### src/ffs_fifo.sv
module ffs_fifo #(
	parameter int WIDTH = 8,
	parameter int DEPTH = 4
) (
	input  logic             clk,
	input  logic             arst_n,
	input  logic             push,
	input  logic [WIDTH-1:0] wdata,
	output logic             full,
	input  logic             pop,
	output logic             empty,
	output logic [WIDTH-1:0] rdata
);
	localparam int PW = (DEPTH > 1) ? $clog2(DEPTH) : 1;

	logic [WIDTH-1:0] mem_q [DEPTH];
	logic [PW-1:0]    wr_ptr_q;
	logic [PW-1:0]    rd_ptr_q;
	logic [PW:0]      cnt_q;

	assign full  = (cnt_q == (PW+1)'(DEPTH));
	assign empty = (cnt_q == '0);
	assign rdata = mem_q[rd_ptr_q];

	// Store entries
	always_ff @(posedge clk) begin
		if (push) begin
			mem_q[wr_ptr_q] <= wdata;
		end
	end

	// Advance pointers and occupancy
	always_ff @(posedge clk or negedge arst_n) begin
		if (!arst_n) begin
			wr_ptr_q <= '0;
			rd_ptr_q <= '0;
			cnt_q    <= '0;
		end else begin
			if (push) begin
				wr_ptr_q <= (wr_ptr_q == PW'(DEPTH-1)) ? '0 : wr_ptr_q + 1'b1;
			end
			if (pop) begin
				rd_ptr_q <= (rd_ptr_q == PW'(DEPTH-1)) ? '0 : rd_ptr_q + 1'b1;
			end
			case ({push, pop})
				2'b10: cnt_q <= cnt_q + 1'b1;
				2'b01: cnt_q <= cnt_q - 1'b1;
				default: cnt_q <= cnt_q;
			endcase
		end
	end
endmodule

### config.mk
export PLATFORM = sky130hd
export DESIGN_NAME = ffs_fifo
export DESIGN_NICKNAME = d
export VERILOG_FILES = /design/src/ffs_fifo.sv
export SDC_FILE = /design/constraint.sdc
export NUM_CORES = 1
export LEC_CHECK = 0
export ABC_AREA = 1
export BUFFER_PORTS_ARGS = -buffer_cell sky130_fd_sc_hd__buf_4
export CAP_MARGIN = 20
export CORE_MARGIN = 5
export CORE_UTILIZATION = 35
export DETAILED_ROUTE_END_ITERATION = 6
export HOLD_SLACK_MARGIN = 0.05
export MAX_ROUTING_LAYER = met4
export REMOVE_ABC_BUFFERS = 1
export SLEW_MARGIN = 20
export SYNTH_ARGS = -nofsm -noshare
export SYNTH_HDL_FRONTEND = slang
export SYNTH_SLANG_ARGS = --single-unit
### constraint.sdc
create_clock -name clk -period 1.2 [get_ports clk]
set_input_delay 0.12 -clock clk [delete_from_list [all_inputs] [get_ports clk]]
set_output_delay 0.12 -clock clk [all_outputs]
set_load 0.01 [all_outputs]
==> results.cfg <==
[cells_and_area]
layout-drive-gt1-share_pct = 40.4
areaGrowthSynthToFinish_pct = 45.1
diodes = 0
final_common_cell = edfxtp_1
final_cell_mix = edfxtp_1 (32), nand2_1 (25), inv_1 (20), buf_6 (20), buf_4 (18)
nets = 216
final_cell_area_um2 = 2490
final_util_pct = 52.6
fillCellCount = 409

[timing]
worst_pin_slew_ns = 0.207
finalClockSkew_ns = 0.00651
setup_viol = 25
hold_violations = 0
rsz0062_at_grt = yes
slew_viol_final = 0
layout_setup_ws_ns = -0.223
period_minus_slack_ns = 1.42
fmax_mhz = 703
relSlewSlack_pct = 86.0
period_share_pct = 119

[floorplan]
rows = 25
die_y_um = 80.0
pin_count = 22
initial_core_util_pct = 36.3
fp.dieArea_um2 = 6390
fp.coreArea_um2 = 4720
die_w_um = 80.0

[worst_setup_path]
endpoint_kind = output pin
cp.arrival_ns = 1.30
startpoint_type = flop
reg2reg_slack_ns = -0.03
path_class = flop to output pin
cpPeakStageDelay_ns = 0.40
path_cells = inv_2, buf_12, nand2_1, o211ai_1, nand2_1, buf_6
required_ns = 1.08
path_delay_family = flip-flops
crit_top_cell = nand2_1
critPathBufInv = 3
crit_path_top_delay_cell = dfrtp_1
path_max_fanout = 20

[clocking]
clock_latency_ns = 0.28
numCtsBuffers = 5
clk_pin_slew_ns = 0.07
root_buffer = clkbuf_8
cts_buffer_depth = 2
cts_sinks = 39
cts_tree = done
htree_levels = 2

[placed_design]
placed_area_um2 = 2050
gp_congestion = 0.738
pre_cts_slack_ns = -0.124
portBuffers = 21
dp_hpwl_mm = 2.40

[synth]
syn_inst = 146
synth_top_area_share_pct = 56.1
ys_seq_area_share_pct = 66.3
yosys_register_bits = 39
synth_cell_types = 18
syn-mean-instance-area_um2 = 11.7
syn_area_um2 = 1710
ys.warnings.count = 0
synthTopCellsByArea = edfxtp_1 (56%), dfrtp_1 (10%), nand2_1 (7.9%), o211ai_1 (7.0%), inv_1 (6.4%)
synth_top_cell_by_area = edfxtp_1

[pwr]
ir_drop_mv = 1.02
p_leak_nw = 1.06
powerDensity_nw_per_um2 = 2330

[route]
routed-via-count = 1177
wl_per_cell_um = 12.9
firstDrtPassIters = 4
final_antenna_net_count = 0
drc = 0
viasPerCell = 4.44
wirelength_mm = 3.43
drt_iter0_drc = 45

[grt]
overflow = 0
antenna_found_initial = 0
grt_max_degree = 21
track_usage_pct = 11.4
grt_first_pass_wirelength_mm = 5.30
grt_pass1_vias = 1202

[job]
max_cap_violations = 0

[run_status]
outcome = finished, violations left
violations = negative setup slack

[worst_hold_path]
hp-class = primary input to flop
-- tightest hold or removal path, cell delays in order --
cell and delay [ns]:
buf_4 0.09, buf_4 0.11, o21ai_0 0.07
-- layer usage --
| metal | share of wire (%) | up-vias | GRT usage (%) |
|---|---|---|---|
| li1 | - | 587 | - |
| met1 | 41 | 556 | 11.2 |
| met2 | 54 | 28 | 20.6 |
| met3 | 3.5 | 6 | 3.61 |
| met4 | 1.5 | 0 | 4.56 |
| met5 | 0 | - | - |
-- cell families after synthesis --
kind of cell	count (synthesis)	synth area share, %
compound gates	22	8.77
buf+inv	36	9.50
flops	39	66.3
xor+xnor	1	0.511
fa+ha+maj	7	5.55
simple gates	41	9.35
-- cells in the mapped netlist --
| cell type | n |
|---|---|
| a21oi_1 | 1 |
| buf_2 | 1 |
| buf_4 | 1 |
| buf_6 | 3 |
| dfrtp_1 | 7 |
| edfxtp_1 | 32 |
| fa_1 | 1 |
| ha_1 | 6 |
| inv_1 | 29 |
| inv_2 | 2 |
| nand2_1 | 36 |
| nand3_1 | 1 |
| nand4_1 | 1 |
| nor2_1 | 1 |
| nor3_1 | 2 |
| o211ai_1 | 16 |
| o21ai_0 | 5 |
| xnor2_1 | 1 |
-- registers in the layout, summed over array words and instances (netlist names) --
register,flops
rd_ptr_q,2
cnt_q,3
wr_ptr_q,2
mem_q,32
-- worst paths after layout --
check	from	cells after the start	end
max in group asynchronous	arst_n	2	wr_ptr_q[1]$_DFFE_PN0P_
setup reg to reg	cnt_q[0]$_DFFE_PN0P_	6	cnt_q[2]$_DFFE_PN0P_
hold / removal	pop	3	rd_ptr_q[0]$_DFFE_PN0P_
min in group asynchronous	arst_n	2	cnt_q[0]$_DFFE_PN0P_
setup / recovery	rd_ptr_q[0]$_DFFE_PN0P_	6	rdata[4]
hold reg to reg	wr_ptr_q[0]$_DFFE_PN0P_	1	wr_ptr_q[0]$_DFFE_PN0P_
-- what timing repair did --
action / in CTS / in global routing
buffers inserted: 2 / 1
hold endpoints to repair: 39 / 0
setup endpoints to repair: 35 / 44
pin swaps: 6 / 8
resized for setup: 33 / 26
hold buffers: 9 / 0
-- power breakdown --
| part | internal [mW] | switching [mW] | leakage [nW] |
|---|---|---|---|
| registers | 1.80 | 0.216 | 0.376 |
| logic | 1.29 | 1.23 | 0.621 |
| clock network | 0.831 | 0.422 | 0.0654 |
-- per-stage QoR --
stage | TNS, ns | hold WS (ns) | instances | power (mW)
after floorplan | -0.0219 | -0.176 | 141 | 2.88
after global placement | -0.0369 | -0.0650 | 245 | 3.80
after detailed placement | -0.326 | -0.0626 | 245 | 3.90
after CTS | -1.70 | 0.143 | 264 | 5.56
after global routing | -3.45 | 0.174 | 265 | 6.15
final | -1.80 | 0.155 | 265 | 5.79
-- layout make-up --
class | count | area, um2 | area share, %
flip-flops and latches | 39 | 1140 | 45.8
multi-input cells | 71 | 519 | 20.9
repair buffers | 49 | 490 | 19.7
inverters | 31 | 121 | 4.88
well taps | 67 | 83.8 | 3.37
clock buffers | 6 | 72.6 | 2.92
clock inverters | 2 | 60.1 | 2.42
(Power assumes the default switching activity.)
