### src/ffs_pkg.sv
package ffs_pkg;

	// Default geometry
	localparam int COEFFS_DEF     = 13;
	localparam int MAX_FRAMES_DEF = 16;

	// Field widths
	localparam int COEFF_W = 16;
	localparam int FEAT_W  = 18;
	localparam int CFG_W   = 5;
	localparam int APB_AW  = 3;
	localparam int APB_DW  = 32;

	// Register map
	localparam logic       REG_FRAME_COUNT   = 1'b0;
	localparam logic [4:0] FRAME_COUNT_RESET = 5'd14;

	// Saturation limits of the Q17.0 (signed 18-bit integer) result
	localparam logic [FEAT_W-1:0] FEAT_MAX = 18'h1FFFF;
	localparam logic [FEAT_W-1:0] FEAT_MIN = 18'h20000;

	// Statistic codes
	localparam logic [1:0] STAT_MEAN  = 2'd0;
	localparam logic [1:0] STAT_STD   = 2'd1;
	localparam logic [1:0] STAT_DELTA = 2'd2;
	localparam logic [1:0] STAT_MAXM  = 2'd3;

endpackage

### src/ffs_front.sv
module ffs_front #(
	parameter int COEFFS     = 13,
	parameter int MAX_FRAMES = 16,
	localparam int CW = (COEFFS > 1) ? $clog2(COEFFS) : 1,
	localparam int AW = $clog2(COEFFS * MAX_FRAMES),
	localparam int NW = $clog2(MAX_FRAMES + 1)
) (
	input  logic                              clk,
	input  logic                              arst_n,
	input  logic                              cfg_wr,
	input  logic [NW-1:0]                     frames,
	input  logic                              in_valid,
	output logic                              in_ready,
	input  logic signed [ffs_pkg::COEFF_W-1:0] coefficient,
	input  logic                              fifo_full,
	output logic                              push,
	output logic signed [ffs_pkg::COEFF_W-1:0] item_value,
	output logic [AW-1:0]                     item_addr,
	output logic                              item_last,
	output logic [NW-1:0]                     item_n
);
	import ffs_pkg::*;

	logic [CW-1:0] coeff_pos_q;
	logic [NW-1:0] frame_pos_q;
	logic [AW-1:0] addr_q;
	logic          coeff_end;
	logic          frame_end;

	assign in_ready   = !fifo_full;
	assign push       = in_valid && in_ready;
	assign coeff_end  = (coeff_pos_q == CW'(COEFFS - 1));
	assign frame_end  = (frame_pos_q == frames - NW'(1));
	assign item_value = coefficient;
	assign item_addr  = addr_q;
	assign item_last  = coeff_end && frame_end;
	assign item_n     = frames;

	// Track the store position of the next transfer
	always_ff @(posedge clk or negedge arst_n) begin
		if (!arst_n) begin
			coeff_pos_q <= '0;
			frame_pos_q <= '0;
			addr_q      <= '0;
		end else if (cfg_wr) begin
			coeff_pos_q <= '0;
			frame_pos_q <= '0;
			addr_q      <= '0;
		end else if (push) begin
			if (coeff_end) begin
				coeff_pos_q <= '0;
				if (frame_end) begin
					frame_pos_q <= '0;
					addr_q      <= '0;
				end else begin
					frame_pos_q <= frame_pos_q + 1'b1;
					addr_q      <= addr_q + 1'b1;
				end
			end else begin
				coeff_pos_q <= coeff_pos_q + 1'b1;
				addr_q      <= addr_q + 1'b1;
			end
		end
	end
endmodule

### config.mk
export PLATFORM = sky130hd
export DESIGN_NAME = ffs_front
export DESIGN_NICKNAME = d
export VERILOG_FILES = /design/src/ffs_pkg.sv /design/src/ffs_front.sv
export SDC_FILE = /design/constraint.sdc
export NUM_CORES = 1
export LEC_CHECK = 0
export ABC_CLOCK_PERIOD_IN_PS = 1500
export BUFFER_PORTS_ARGS = -buffer_cell sky130_fd_sc_hd__clkbuf_2
export CORE_UTILIZATION = 35
export DETAILED_ROUTE_END_ITERATION = 12
export PLACE_DENSITY_LB_ADDON = 0.1
export SLEW_MARGIN = 20
export SYNTH_ARGS = -nofsm -noshare
export SYNTH_HDL_FRONTEND = slang
export SYNTH_SLANG_ARGS = --single-unit
export TNS_END_PERCENT = 30
### constraint.sdc
create_clock -name clk -period 1.5 [get_ports clk]
set_input_delay 0.075 -clock clk [delete_from_list [all_inputs] [get_ports clk]]
set_output_delay 0.075 -clock clk [all_outputs]
set_load 0.005 [all_outputs]
==> impl_summary.md, run 1 <==
Placed design
The weighted congestion reported at the end of routability-driven placement is 0.777. The estimated wirelength of the detail-placed design is between 1500 and 2000 µm. Counting tap cells, the placed design contains a total of between 150 and 200 instances.

The number of port buffers is 25.

Critical path
The depth of the worst register-to-register path is 8. Data arrives at the worst endpoint at around 1600 ps. The worst register-to-register path ends at frame_pos_q[4]$_DFFE_PN0P_. The critical path startpoint is frame_pos_q[2]$_DFFE_PN0P_. The setup path with the least slack is of type reg2out. The type of destination of the critical path is an output pin.

STA classifies the critical path startpoint as a register. The required time of the worst setup path is roughly 1400 ps. The worst register-to-register path begins at frame_pos_q[2]$_DFFE_PN0P_.

The internal reg-to-reg setup slack is -140 ps. The timing endpoint of the critical path is item_last. The maximum fanout along the worst path is 4.

Cells and area
The non-filler instance count after layout is 208. Relative to the synthesized area, the layout overhead comes to 20.9%. The net count of the finished layout is slightly below 200. The combined area of the multi-input logic cells is about 630 µm².

The share of post-route cells with drive strength above 1 is 38.4%. The count of filler cells inserted in the layout is 345. In the final layout, flip-flops and latches occupy approximately 430 µm². The number of diodes is 0.

Die
The starting utilization of the core area is a little under two fifths. The die area is about 3700 µm². The floorplan step set the die width to between 60 and 70 µm. The core region is between 3000 and 4000 µm². The vertical extent of the die is between 60 and 70 µm. Row generation in the floorplan step produced 20 rows. 58 I/O pins were placed.

Yosys
The fraction of post-synthesis cell area in the top cell type by area is 35.6%. The share of the synthesized area in compound gates (AO/OA/AOI/OAI) is around an eighth. The synthesis warning total is 0. Sorting the synthesized cells by area gives the leading types as sky130_fd_sc_hd__dfrtp_1 36%, sky130_fd_sc_hd__buf_4 14%, sky130_fd_sc_hd__xor2_1 6.6%. Counting instances in the post-synthesis netlist gives the leading cell types as 22 x sky130_fd_sc_hd__buf_4, 19 x sky130_fd_sc_hd__nand2_1, 17 x sky130_fd_sc_hd__dfrtp_1.

The cell with the most instances after synthesis is sky130_fd_sc_hd__buf_4. In this run, synthesis produced a sequential element count of 17. In the synthesized netlist, mux cells make up 0% of the area. In this run, distinct cell masters in the synthesized netlist total 28. Of all cell types, the one taking the most synthesized area is sky130_fd_sc_hd__dfrtp_1. Counting flops with a built-in enable in the synthesized netlist gives 0.

In the synthesized netlist the dominant register cell turns out to be sky130_fd_sc_hd__dfrtp_1. Of the total synthesized cell area, the portion taken by XOR and XNOR cells is 8.80%. The proportion of register bits with asynchronous set or reset after synthesis is 100%. Synthesis handed over a netlist of approximately 140 instances. The number of nets produced by synthesis is 170.

The area share of fa/ha/maj cells after synthesis is 5.24%. Averaged over all synthesized cells, the footprint is between 8 and 9 µm². Summing the areas of all and, or, nand and nor instances in the mapped netlist gives between 20 and 25% of the synthesized area. The largest family of logic cells by synthesized area is simple AND/OR/NAND/NOR gates. The sequential element share of the synthesized area is approximately 36%. Summing every instance area after synthesis gives between 1000 and 1500 µm².

Timing
The count of final setup violators is 13. Final hold analysis gives a worst-case slack of about 140 ps. After layout, the minimum clock period comes to 1660 ps. The final critical-path share of the clock period is 111%. In this run the tightest slew margin relative to its limit is between 70 and 80%. The slew at the pin closest to its max-slew limit is ~440 ps. Across all setup checks in the final design, the least slack found is -159 ps. The max-slew violation count is 0. The clock skew after layout is 1.81 ps.

Setup repair after global routing could not meet its margin everywhere. The fmax is around 600 MHz. The final hold violation count is 0.

Global routing
Global routing used around 16% of the available tracks. The first-pass GRT wire length is around 4300 µm. The number of global-route vias before repair was ~1000. The number of antenna violations at the first check in global routing came to 0. Entering global routing, the biggest net connects 18 pins.

Global routing finished with a remaining overflow of 0.

Drt
The post-route antenna net violation count is 0. The final routed wire length divided by cell count is around 12 µm. Using the TritonRoute via totals, the vias-per-cell ratio works out to approximately 4.9. The number of design rule violations left after detail routing is 0. Before antenna repair, the detailed router went through 2 iterations. The total via count in the routed design is approximately 1000.

In this run, the number of DRC markers left after iteration 0 of detailed routing was 11. The overall routed net length is 2460 µm.

Worst hold path
The path class of the tightest hold or removal check is in2reg.

Power and ir drop
Dividing total power by cell area gives a power density of 586 nW/µm². In this run the static leakage power is around 0.69 nW. VDD sags by at most 0.000264 V.

Clocking
The number of buffers created by CTS is 3. TritonCTS built the clock tree. CTS built an H-tree with a depth of 1. The later-pin clock latency in the skew report is between 200 and 300 ps. The maximum buffer depth of the clock tree is 2. The clock tree root driver cell is sky130_fd_sc_hd__clkbuf_4. The clock drives 17 sinks. After clock tree synthesis, the clock-pin slew on the worst setup and hold paths is approximately 100 ps.

Flow run
The number of maximum-capacitance violations is 0.

Status
The flow ran to the end, but the final reports show violations. The final reports fail on negative setup slack.
==> registers in the layout, indices dropped and copies added (netlist names) <==
name / count
coeff_pos_q: 4
item_addr: 8
frame_pos_q: 5
==> where the power goes <==
part / total, W / switching, W / internal (W)
clock network: 0.000248 / 0.000149 / 0.0000990
logic: 0.000131 / 0.0000715 / 0.0000599
registers: 0.000467 / 0.00000422 / 0.000463
==> layer usage <==
| layer | wire length, µm | global-route usage, % | part of all wire [%] | up-vias |
|---|---|---|---|---|
| li1 | - | - | - | 498 |
| met1 | 1140 | 19.1 | 46 | 474 |
| met5 | 0 | 0 | 0 | - |
| met2 | 1120 | 26.5 | 46 | 33 |
| met3 | 123 | 1.92 | 5.0 | 18 |
| met4 | 70 | 10.1 | 2.8 | 0 |
==> per-stage QoR <==
step           setup TNS, ps  power [W]  area [µm²]  setup WS, ps  util [%]
2_1_floorplan              0   0.000578        1200          12.4         -
3_3_place_gp            -832   0.000596        1310          -121      41.5
3_5_place_dp           -1270   0.000598        1310          -163      41.5
4_1_cts                -1480   0.000866        1400          -226      44.4
5_1_grt                -2410   0.000904        1450          -295      45.8
6_report                -768   0.000847        1450          -159      45.8
==> kinds of logic (layout without fill, tap and decap cells) <==
group | count (synthesis) | count (layout)
DFF | 17 | 17
xor gates and xnor gates | 12 | 12
adders and majority gates | 5 | 5
and+or+nand+nor | 55 | 55
buffers and inverters | 30 | 55
AOI/OAI and AO/OA | 20 | 20
==> placed cells by master (no fill, tap or decap), types with 4 or more instances in the layout <==
cell type,Yosys,final
sky130_fd_sc_hd__clkbuf_2,0,24
sky130_fd_sc_hd__nand2_1,19,17
sky130_fd_sc_hd__dfrtp_1,17,17
sky130_fd_sc_hd__buf_4,22,17
sky130_fd_sc_hd__nor2_1,12,11
sky130_fd_sc_hd__a21oi_1,9,9
sky130_fd_sc_hd__xor2_1,9,8
sky130_fd_sc_hd__nand3_1,6,5
sky130_fd_sc_hd__ha_1,5,5
sky130_fd_sc_hd__inv_1,4,4
sky130_fd_sc_hd__nand4_1,4,4
==> critical path: stages (launching register included) <==
cell and delay, ps:
sky130_fd_sc_hd__dfrtp_1 430, sky130_fd_sc_hd__buf_4 150, sky130_fd_sc_hd__nand3b_1 90, sky130_fd_sc_hd__a21boi_2 80, sky130_fd_sc_hd__o311ai_4 350, sky130_fd_sc_hd__nor2_2 70
sky130_fd_sc_hd__buf_2 140
==> worst min-delay path by stage <==
stage	from	end	slack [ps]	cells after the start
floorplan	arst_n	coeff_pos_q[0]$_DFFE_PN0P_	-220	0
global placement	arst_n	coeff_pos_q[3]$_DFFE_PN0P_	40	1
detailed placement	arst_n	coeff_pos_q[1]$_DFFE_PN0P_	50	1
CTS	cfg_wr	frame_pos_q[1]$_DFFE_PN0P_	140	2
global route	cfg_wr	frame_pos_q[3]$_DFFE_PN0P_	150	2
finish	cfg_wr	frame_pos_q[1]$_DFFE_PN0P_	140	2
==> cell type report <==
| type | count | share of cell area (%) |
|---|---|---|
| inverter | 6 | 1.56 |
| sequential | 17 | 29.4 |
| clock inverter | 1 | 0.346 |
| multi-input combinational | 92 | 43.5 |
| timing repair buffer | 45 | 19.7 |
| clock buffer | 3 | 1.56 |
| tap | 44 | 3.81 |
==> repair_timing <==
item / CTS / global route
gates resized for setup: 4 / 10
setup endpoints to repair: 12 / 14
hold endpoints to repair: 17 / 0
pin swaps: 7 / 12
setup buffers: 4 / 1
hold buffers: 1 / 0
No activity file was read; power rests on OpenSTA's default activity.
==> run 2, diff against run 1 <==
==> constraint.sdc (replaced) <==
create_clock -name clk -period 1.5 [get_ports clk]
set_input_delay 0.075 -clock clk [delete_from_list [all_inputs] [get_ports clk]]
set_output_delay 0.075 -clock clk [all_outputs]
set_load 0.02 [all_outputs]
==> impl_summary.md, run 2 (synthesized netlist as in run 1, its figures left out) <==
Power and ir drop
The switching share of total power is 27.8% (was 26.5%). The switching power summed over all nets is 0.000240 W (was 0.000225 W). The maximum vdd ir drop is 0.000302 V (was 0.000264 V).

The power density over cell area came to 590 nW/µm² (was 586 nW/µm²). The internal power of the cells is 0.000625 W (was 0.000622 W). The fraction of power consumed by combinational cells is 17.2% (was 15.5%). The relative contribution of sequential cells to total power is 54.0% (was 55.2%). The part of the total power dissipated in the clock network is 28.8% (was 29.3%). The leakage power figure was 0.706 nW (was 0.693 nW).

Critical path
The startpoint of the worst register-to-register path is frame_pos_q[2]$_DFFE_PN0P_ (unchanged). The cell with the biggest individual delay on the critical path is sky130_fd_sc_hd__dfrtp_2 (was sky130_fd_sc_hd__dfrtp_1). Critical path cell sequence: nand4bb_1 -> a211oi_2 -> o311ai_4 -> nor2_4 -> buf_8 (was buf_4 -> nand3b_1 -> a21boi_2 -> o311ai_4 -> nor2_2 -> buf_2). The required time of the worst setup path is 1420 ps (about the same). The maximum fanout along the worst path is 5 (was 4). The type of destination of the critical path is an output pin (unchanged). The nature of the critical path startpoint is a register (unchanged). The class of the most critical setup path is reg2out (unchanged). The data arrival at the endpoint of the critical path is 1580 ps (about the same). The largest incremental delay on the critical path was 430 ps (about the same). The critical path startpoint is frame_pos_q[2]$_DFFE_PN0P_ (unchanged).

Cells and area
The number of diodes is 0 (unchanged). The most common library cell in the layout ignoring fill and taps is sky130_fd_sc_hd__clkbuf_2 (unchanged). The growth of design area from synthesis to finish was 22.6% (was 20.9%). The number of flip-flops under the largest register name is 8 (unchanged).

Commonest cells after routing, fill and taps aside: 24 x sky130_fd_sc_hd__clkbuf_2, 22 x sky130_fd_sc_hd__buf_4, 18 x sky130_fd_sc_hd__nand2_1 (was 24 x sky130_fd_sc_hd__clkbuf_2, 17 x sky130_fd_sc_hd__nand2_1, 17 x sky130_fd_sc_hd__dfrtp_1, 17 x sky130_fd_sc_hd__buf_4, 11 x sky130_fd_sc_hd__nor2_1). The non-filler instance count after layout came to 211 (was 208). The share of post-route cells with drive strength above 1 came to 38.3% (was 38.4%).

The post-layout net count came to 199 (was 196). The fraction of the core area covered by cells at the end of the flow was 46.5% (was 45.8%).

Drt
The total via count in the routed design is 982 (was 1023). The violation count after the first detailed-routing iteration is 36 (was 11). The number of design rule violations left after detail routing is 0 (unchanged). The ratio of routed vias to standard cells is 4.65 (was 4.92). The post-route antenna net violation count is 0 (unchanged).

The overall routed net length came to 2410 µm (was 2460 µm). The first-pass iteration count of the detailed router came to 4 (was 2). The final routed wire length divided by cell count is 11.4 µm (was 11.8 µm).

Global routing
The overall track demand over capacity in global routing came to 15.4% (was 15.8%). The number of antenna violations at the first check in global routing was 0 (unchanged). The maximum number of pins on one net before global-route repair is 18 (unchanged). The number of global-route vias before repair is 989 (was 1003). The first-pass GRT wire length is 4170 µm (was 4260 µm). The remaining global-route overflow was 0 (unchanged).

Flow run
The number of maximum-capacitance violations is 0 (unchanged).

Clocking
The clock-pin slew of the registers on the worst-case setup and hold paths was 100 ps (about the same). The clock tree from TritonCTS is done (unchanged). The maximum buffer depth of the clock tree is 2 (unchanged). The later-pin clock latency in the skew report is 290 ps (about the same). The clock tree root driver cell is sky130_fd_sc_hd__clkbuf_4 (unchanged). The number of clock sinks came to 17 (unchanged).

The number of levels in the clock H-tree was 1 (unchanged). The number of buffers created by CTS is 3 (unchanged).

Placed design
The estimated wirelength of the detail-placed design is 1740 µm (was 1820 µm). The weighted congestion reported at the end of routability-driven placement is 0.731 (was 0.777). The cell total after placement is 199 (was 198). The number of port buffers is 25 (unchanged).

Worst hold path
The start point of the worst min-delay path is cfg_wr (unchanged). The class of the tightest hold or removal check is in2reg (unchanged).

Die
The die area is 3650 µm² (unchanged). The vertical extent of the die is 60.4 µm (unchanged). The starting utilization of the core area was 37.9% (unchanged). The floorplan core area was 3150 µm² (unchanged). The I/O pin count is 58 (unchanged). The horizontal die dimension came to 60.4 µm (unchanged). The number of cell rows came to 20 (unchanged).

Timing
The slew at the pin closest to its max-slew limit was 427 ps (was 444 ps). The final worst-path setup slack is -157 ps (was -159 ps). The count of final setup violators was 13 (unchanged).

The fmax is 604 MHz (was 603 MHz). The clock skew after layout came to 1.55 ps (was 1.81 ps). The max-slew violation count is 0 (unchanged). The final critical-path share of the clock period is 110% (was 111%). The max-slew headroom at the worst pin came to 71.5% (was 70.4%). Setup repair after global routing missed its margin: yes (unchanged). The minimum period implied by the final worst setup slack is 1660 ps (about the same). The final hold violation count is 0 (unchanged).

Status
Status: complete, but fails checks (unchanged). Violated checks: negative setup slack (unchanged).
## run 2: critical path, delay by kind of cell, from the launching register on
| kind | cells | cell delay, ps |
|---|---|---|
| AO/OA/AOI/OAI | 2 | 470 |
| flip-flops | 1 | 430 |
| AND/OR/NAND/NOR | 2 | 270 |
| buffers and inverters | 1 | 120 |
## run 2: cell type report
type,count,area [µm²]
Fill cell,335,1690
Multi-Input combinational cell,92,623
Sequential cell,17,427
Timing Repair Buffer,48,310
Tap cell,44,55.1
Clock buffer,3,22.5
Inverter,6,22.5
Clock inverter,1,5.00
## run 2: worst paths after layout
kind,end,cells after the start,slack (ps)
setup / recovery,item_last,5,-160
hold / removal,coeff_pos_q[1]$_DFFE_PN0P_,2,140
setup reg to reg,item_addr[2]$_DFFE_PN0P_,6,-110
hold reg to reg,item_addr[7]$_DFFE_PN0P_,2,570
max in group asynchronous,frame_pos_q[2]$_DFFE_PN0P_,2,940
min in group asynchronous,coeff_pos_q[2]$_DFFE_PN0P_,2,240
## run 2: per-stage QoR
stage	total power [W]	hold WS (ps)	setup slack, ps	cell area [µm²]	setup TNS [ps]
floorplan	0.000621	-221	-11.2	1200	-69.4
global placement	0.000614	31.7	-136	1320	-1040
detailed placement	0.000616	46.2	-191	1320	-1460
CTS	0.000883	129	-245	1430	-2080
global route	0.000915	144	-235	1470	-2110
finish	0.000865	140	-157	1470	-881
## run 2: power groups by stage
stage	Clock [W]	Sequential, W	Combinational (W)
5_1_grt	0.000280	0.000469	0.000167
4_1_cts	0.000265	0.000468	0.000151
3_5_place_dp	0	0.000476	0.000140
3_3_place_gp	0	0.000477	0.000137
2_1_floorplan	0	0.000480	0.000141
6_report	0.000249	0.000467	0.000149
## run 2: per-layer routing
metal,vias to the layer above,routed length [µm],track usage [%]
met2,23,1070,24.5
met5,-,0,0
met1,445,1140,19.5
met4,0,55,7.79
met3,14,139,3.62
li1,500,-,-
## run 2: what timing repair did
action                                  4_1_cts  5_1_grt
endpoints found under the setup margin       13       14
endpoints found under the hold margin        17        0
buffers inserted                              6        2
cloned                                        0        0
gates resized for setup                       5        8
hold buffers                                  1        0
pin swaps                                    14        7
==> run 3, diff against run 2 <==
PLACE_DENSITY_LB_ADDON = 0.12   (was 0.1)
==> impl_summary.md, run 3 (synthesized netlist as in run 1, its figures left out) <==
Cells and area
The growth of design area from synthesis to finish is 22.4% (was 22.6%). The post-layout net count was 198 (was 199). The area occupied by registers is 425 µm² (was 427 µm²). The share of post-route cells with drive strength above 1 came to 38.0% (was 38.3%). The combined area of the multi-input logic cells was 619 µm² (was 623 µm²).

The most common library cell in the layout ignoring fill and taps is sky130_fd_sc_hd__clkbuf_2 (unchanged). The area of all placed cells without fillers came to 1460 µm² (was 1470 µm²). The number of diodes is 0 (unchanged). The number of flip-flops under the largest register name came to 8 (unchanged).

The count of filler cells inserted in the layout is 319 (was 335). Commonest cells after routing, fill and taps aside: 24 x sky130_fd_sc_hd__clkbuf_2, 18 x sky130_fd_sc_hd__buf_4, 17 x sky130_fd_sc_hd__nand2_1, 17 x sky130_fd_sc_hd__dfrtp_1, 10 x sky130_fd_sc_hd__nor2_1 (was 24 x sky130_fd_sc_hd__clkbuf_2, 22 x sky130_fd_sc_hd__buf_4, 18 x sky130_fd_sc_hd__nand2_1).

Critical path
The number of buffers and inverters on the critical path came to 1 (unchanged). The required time of the worst setup path is 1420 ps (about the same). The cell with the biggest individual delay on the critical path was sky130_fd_sc_hd__dfrtp_1 (was sky130_fd_sc_hd__dfrtp_2). The timing endpoint of the critical path is item_last (unchanged). The depth of the worst register-to-register path is 7 (was 6).

The startpoint of the worst register-to-register path is frame_pos_q[2]$_DFFE_PN0P_ (unchanged). The maximum fanout along the worst path is 5 (unchanged). The critical path startpoint is frame_pos_q[2]$_DFFE_PN0P_ (unchanged).

The dominant delay contributor by cell family on the critical path is compound AO/OA/AOI/OAI gates (unchanged). The data arrival at the endpoint of the critical path came to 1600 ps (was 1580 ps). The critical register-to-register path endpoint is frame_pos_q[4]$_DFFE_PN0P_ (was item_addr[2]$_DFFE_PN0P_). The internal reg-to-reg setup slack is -130 ps (was -110 ps). The nature of the critical path startpoint was a register (unchanged). The class of the most critical setup path was reg2out (unchanged).

The type of destination of the critical path is an output pin (unchanged). The largest incremental delay on the critical path is 430 ps (about the same). The number of logic stages on the critical path including buffering came to 5 (unchanged). Critical path cell sequence: nand4bb_1 -> a211oi_2 -> o311ai_4 -> nor2_4 -> buf_8 (unchanged).

Die
The floorplan core area is 3150 µm² (unchanged). The horizontal die dimension is 60.4 µm (unchanged). The I/O pin count came to 58 (unchanged). The die area is 3650 µm² (unchanged). The starting utilization of the core area came to 37.9% (unchanged).

The number of cell rows is 20 (unchanged). The vertical extent of the die was 60.4 µm (unchanged).

Flow run
The number of maximum-capacitance violations is 0 (unchanged).

Power and ir drop
The leakage power figure came to 0.691 nW (was 0.706 nW). The internal power of the cells was 0.000631 W (was 0.000625 W). The part of the total power dissipated in the clock network is 28.0% (was 28.8%).

The switching share of total power is 26.7% (was 27.8%). The maximum vdd ir drop was 0.000429 V (was 0.000302 V). The overall power consumption is 0.000862 W (was 0.000865 W). The switching power summed over all nets was 0.000230 W (was 0.000240 W). The power density over cell area came to 589 nW/µm² (was 590 nW/µm²). The relative contribution of sequential cells to total power was 54.3% (was 54.0%). The fraction of power consumed by combinational cells is 17.7% (was 17.2%).

Timing
The slew at the pin closest to its max-slew limit is 424 ps (was 427 ps). The count of final setup violators is 14 (was 13). The max-slew headroom at the worst pin is 71.7% (was 71.5%).

The clock skew after layout is 2.89 ps (was 1.55 ps). The max-slew violation count is 0 (unchanged). The fmax came to 599 MHz (was 604 MHz). The final worst-path setup slack is -171 ps (was -157 ps).

The final critical-path share of the clock period was 111% (was 110%). The final hold violation count is 0 (unchanged). Setup repair after global routing missed its margin: yes (unchanged). The final hold slack is 129 ps (was 140 ps). The minimum period implied by the final worst setup slack was 1670 ps (was 1660 ps).

Placed design
The number of port buffers is 25 (unchanged). The cell area after placement is 1340 µm² (was 1320 µm²). The weighted congestion reported at the end of routability-driven placement is 0.754 (was 0.731). The estimated wirelength of the detail-placed design is 1900 µm (was 1740 µm).

Clocking
The number of levels in the clock H-tree is 1 (unchanged). The clock tree root driver cell is sky130_fd_sc_hd__clkbuf_4 (unchanged). The clock tree from TritonCTS is done (unchanged). The later-pin clock latency in the skew report was 280 ps (was 290 ps).

The number of buffers created by CTS is 3 (unchanged). The maximum buffer depth of the clock tree was 2 (unchanged). The clock-pin slew of the registers on the worst-case setup and hold paths is 90 ps (was 100 ps). The number of clock sinks is 17 (unchanged).

Global routing
The number of antenna violations at the first check in global routing is 0 (unchanged). The number of global-route vias before repair came to 938 (was 989). The remaining global-route overflow is 0 (unchanged). The first-pass GRT wire length is 4080 µm (was 4170 µm). The maximum number of pins on one net before global-route repair is 18 (unchanged).

The overall track demand over capacity in global routing came to 15.0% (was 15.4%).

Worst hold path
The class of the tightest hold or removal check is in2reg (unchanged).

Drt
The first-pass iteration count of the detailed router is 4 (unchanged). The violation count after the first detailed-routing iteration was 46 (was 36). The ratio of routed vias to standard cells was 4.79 (was 4.65). The post-route antenna net violation count came to 0 (unchanged).

The total via count in the routed design is 1006 (was 982). The number of design rule violations left after detail routing is 0 (unchanged). The final routed wire length divided by cell count was 11.8 µm (was 11.4 µm).

The overall routed net length came to 2480 µm (was 2410 µm).

Status
Status: complete, but fails checks (unchanged). Violated checks: negative setup slack (unchanged).
run 3: cell count changes in the layout (fill, tap and decap cells not counted), sizes merged:
| cell | previous run | this run |
|---|---|---|
| buf | 23 | 22 |
| clkbuf | 27 | 28 |
| clkinv | 1 | 0 |
run 3: worst reg2reg max path: stages (launching register included):
cell,delay (ps)
sky130_fd_sc_hd__dfrtp_1,430
sky130_fd_sc_hd__xor2_1,200
sky130_fd_sc_hd__nor2_2,80
sky130_fd_sc_hd__o311ai_4,370
sky130_fd_sc_hd__buf_6,180
sky130_fd_sc_hd__buf_6,100
sky130_fd_sc_hd__nand2_1,40
sky130_fd_sc_hd__a31oi_1,150
run 3: cell type report:
| class | count | area share [%] |
|---|---|---|
| Clock buffer | 4 | 1.80 |
| Multi-Input combinational cell | 92 | 42.3 |
| Timing Repair Buffer | 47 | 21.5 |
| Tap cell | 44 | 3.76 |
| Sequential cell | 17 | 29.1 |
| Inverter | 6 | 1.54 |
run 3: metrics by stage:
step / worst slack (ps) / utilization, % / std cells / TNS (ps)
floorplan: -11.2 / - / 139 / -69.4
finish: -171 / 46.4 / 210 / -1170
global route: -274 / 46.4 / 210 / -2490
CTS: -249 / 45.0 / 209 / -2030
global placement: -99.1 / 42.4 / 201 / -890
detailed placement: -152 / 42.4 / 201 / -1270
run 3: how the worst min path moves through the flow:
stage	from	endpoint	slack (ps)	cells past startpoint
CTS	cfg_wr	coeff_pos_q[0]$_DFFE_PN0P_	130	2
global placement	arst_n	frame_pos_q[2]$_DFFE_PN0P_	40	1
detailed placement	arst_n	frame_pos_q[2]$_DFFE_PN0P_	40	1
finish	cfg_wr	frame_pos_q[2]$_DFFE_PN0P_	130	2
global route	cfg_wr	frame_pos_q[0]$_DFFE_PN0P_	150	2
floorplan	arst_n	coeff_pos_q[0]$_DFFE_PN0P_	-220	0
run 3: repair_timing:
item                                   in CTS  in global routing
resized for setup                           4                 11
endpoints found under the hold margin      17                  0
pin swaps                                   5                 16
setup buffers                               3                  1
hold buffers                                1                  0
setup endpoints to repair                  12                 14
run 3: routing by layer:
layer  GRT usage, %  part of all wire (%)
met2           22.4                    47
met1           20.1                    45
met4           6.49                   2.4
met3           4.26                   5.8
met5              0                     0
run 3: power groups by stage:
stage | Combinational [W] | Sequential (W) | Clock, W
after floorplan | 0.000141 | 0.000480 | 0
final | 0.000152 | 0.000468 | 0.000241
after detailed placement | 0.000141 | 0.000477 | 0
after CTS | 0.000150 | 0.000468 | 0.000252
after global routing | 0.000170 | 0.000469 | 0.000271
after global placement | 0.000140 | 0.000477 | 0
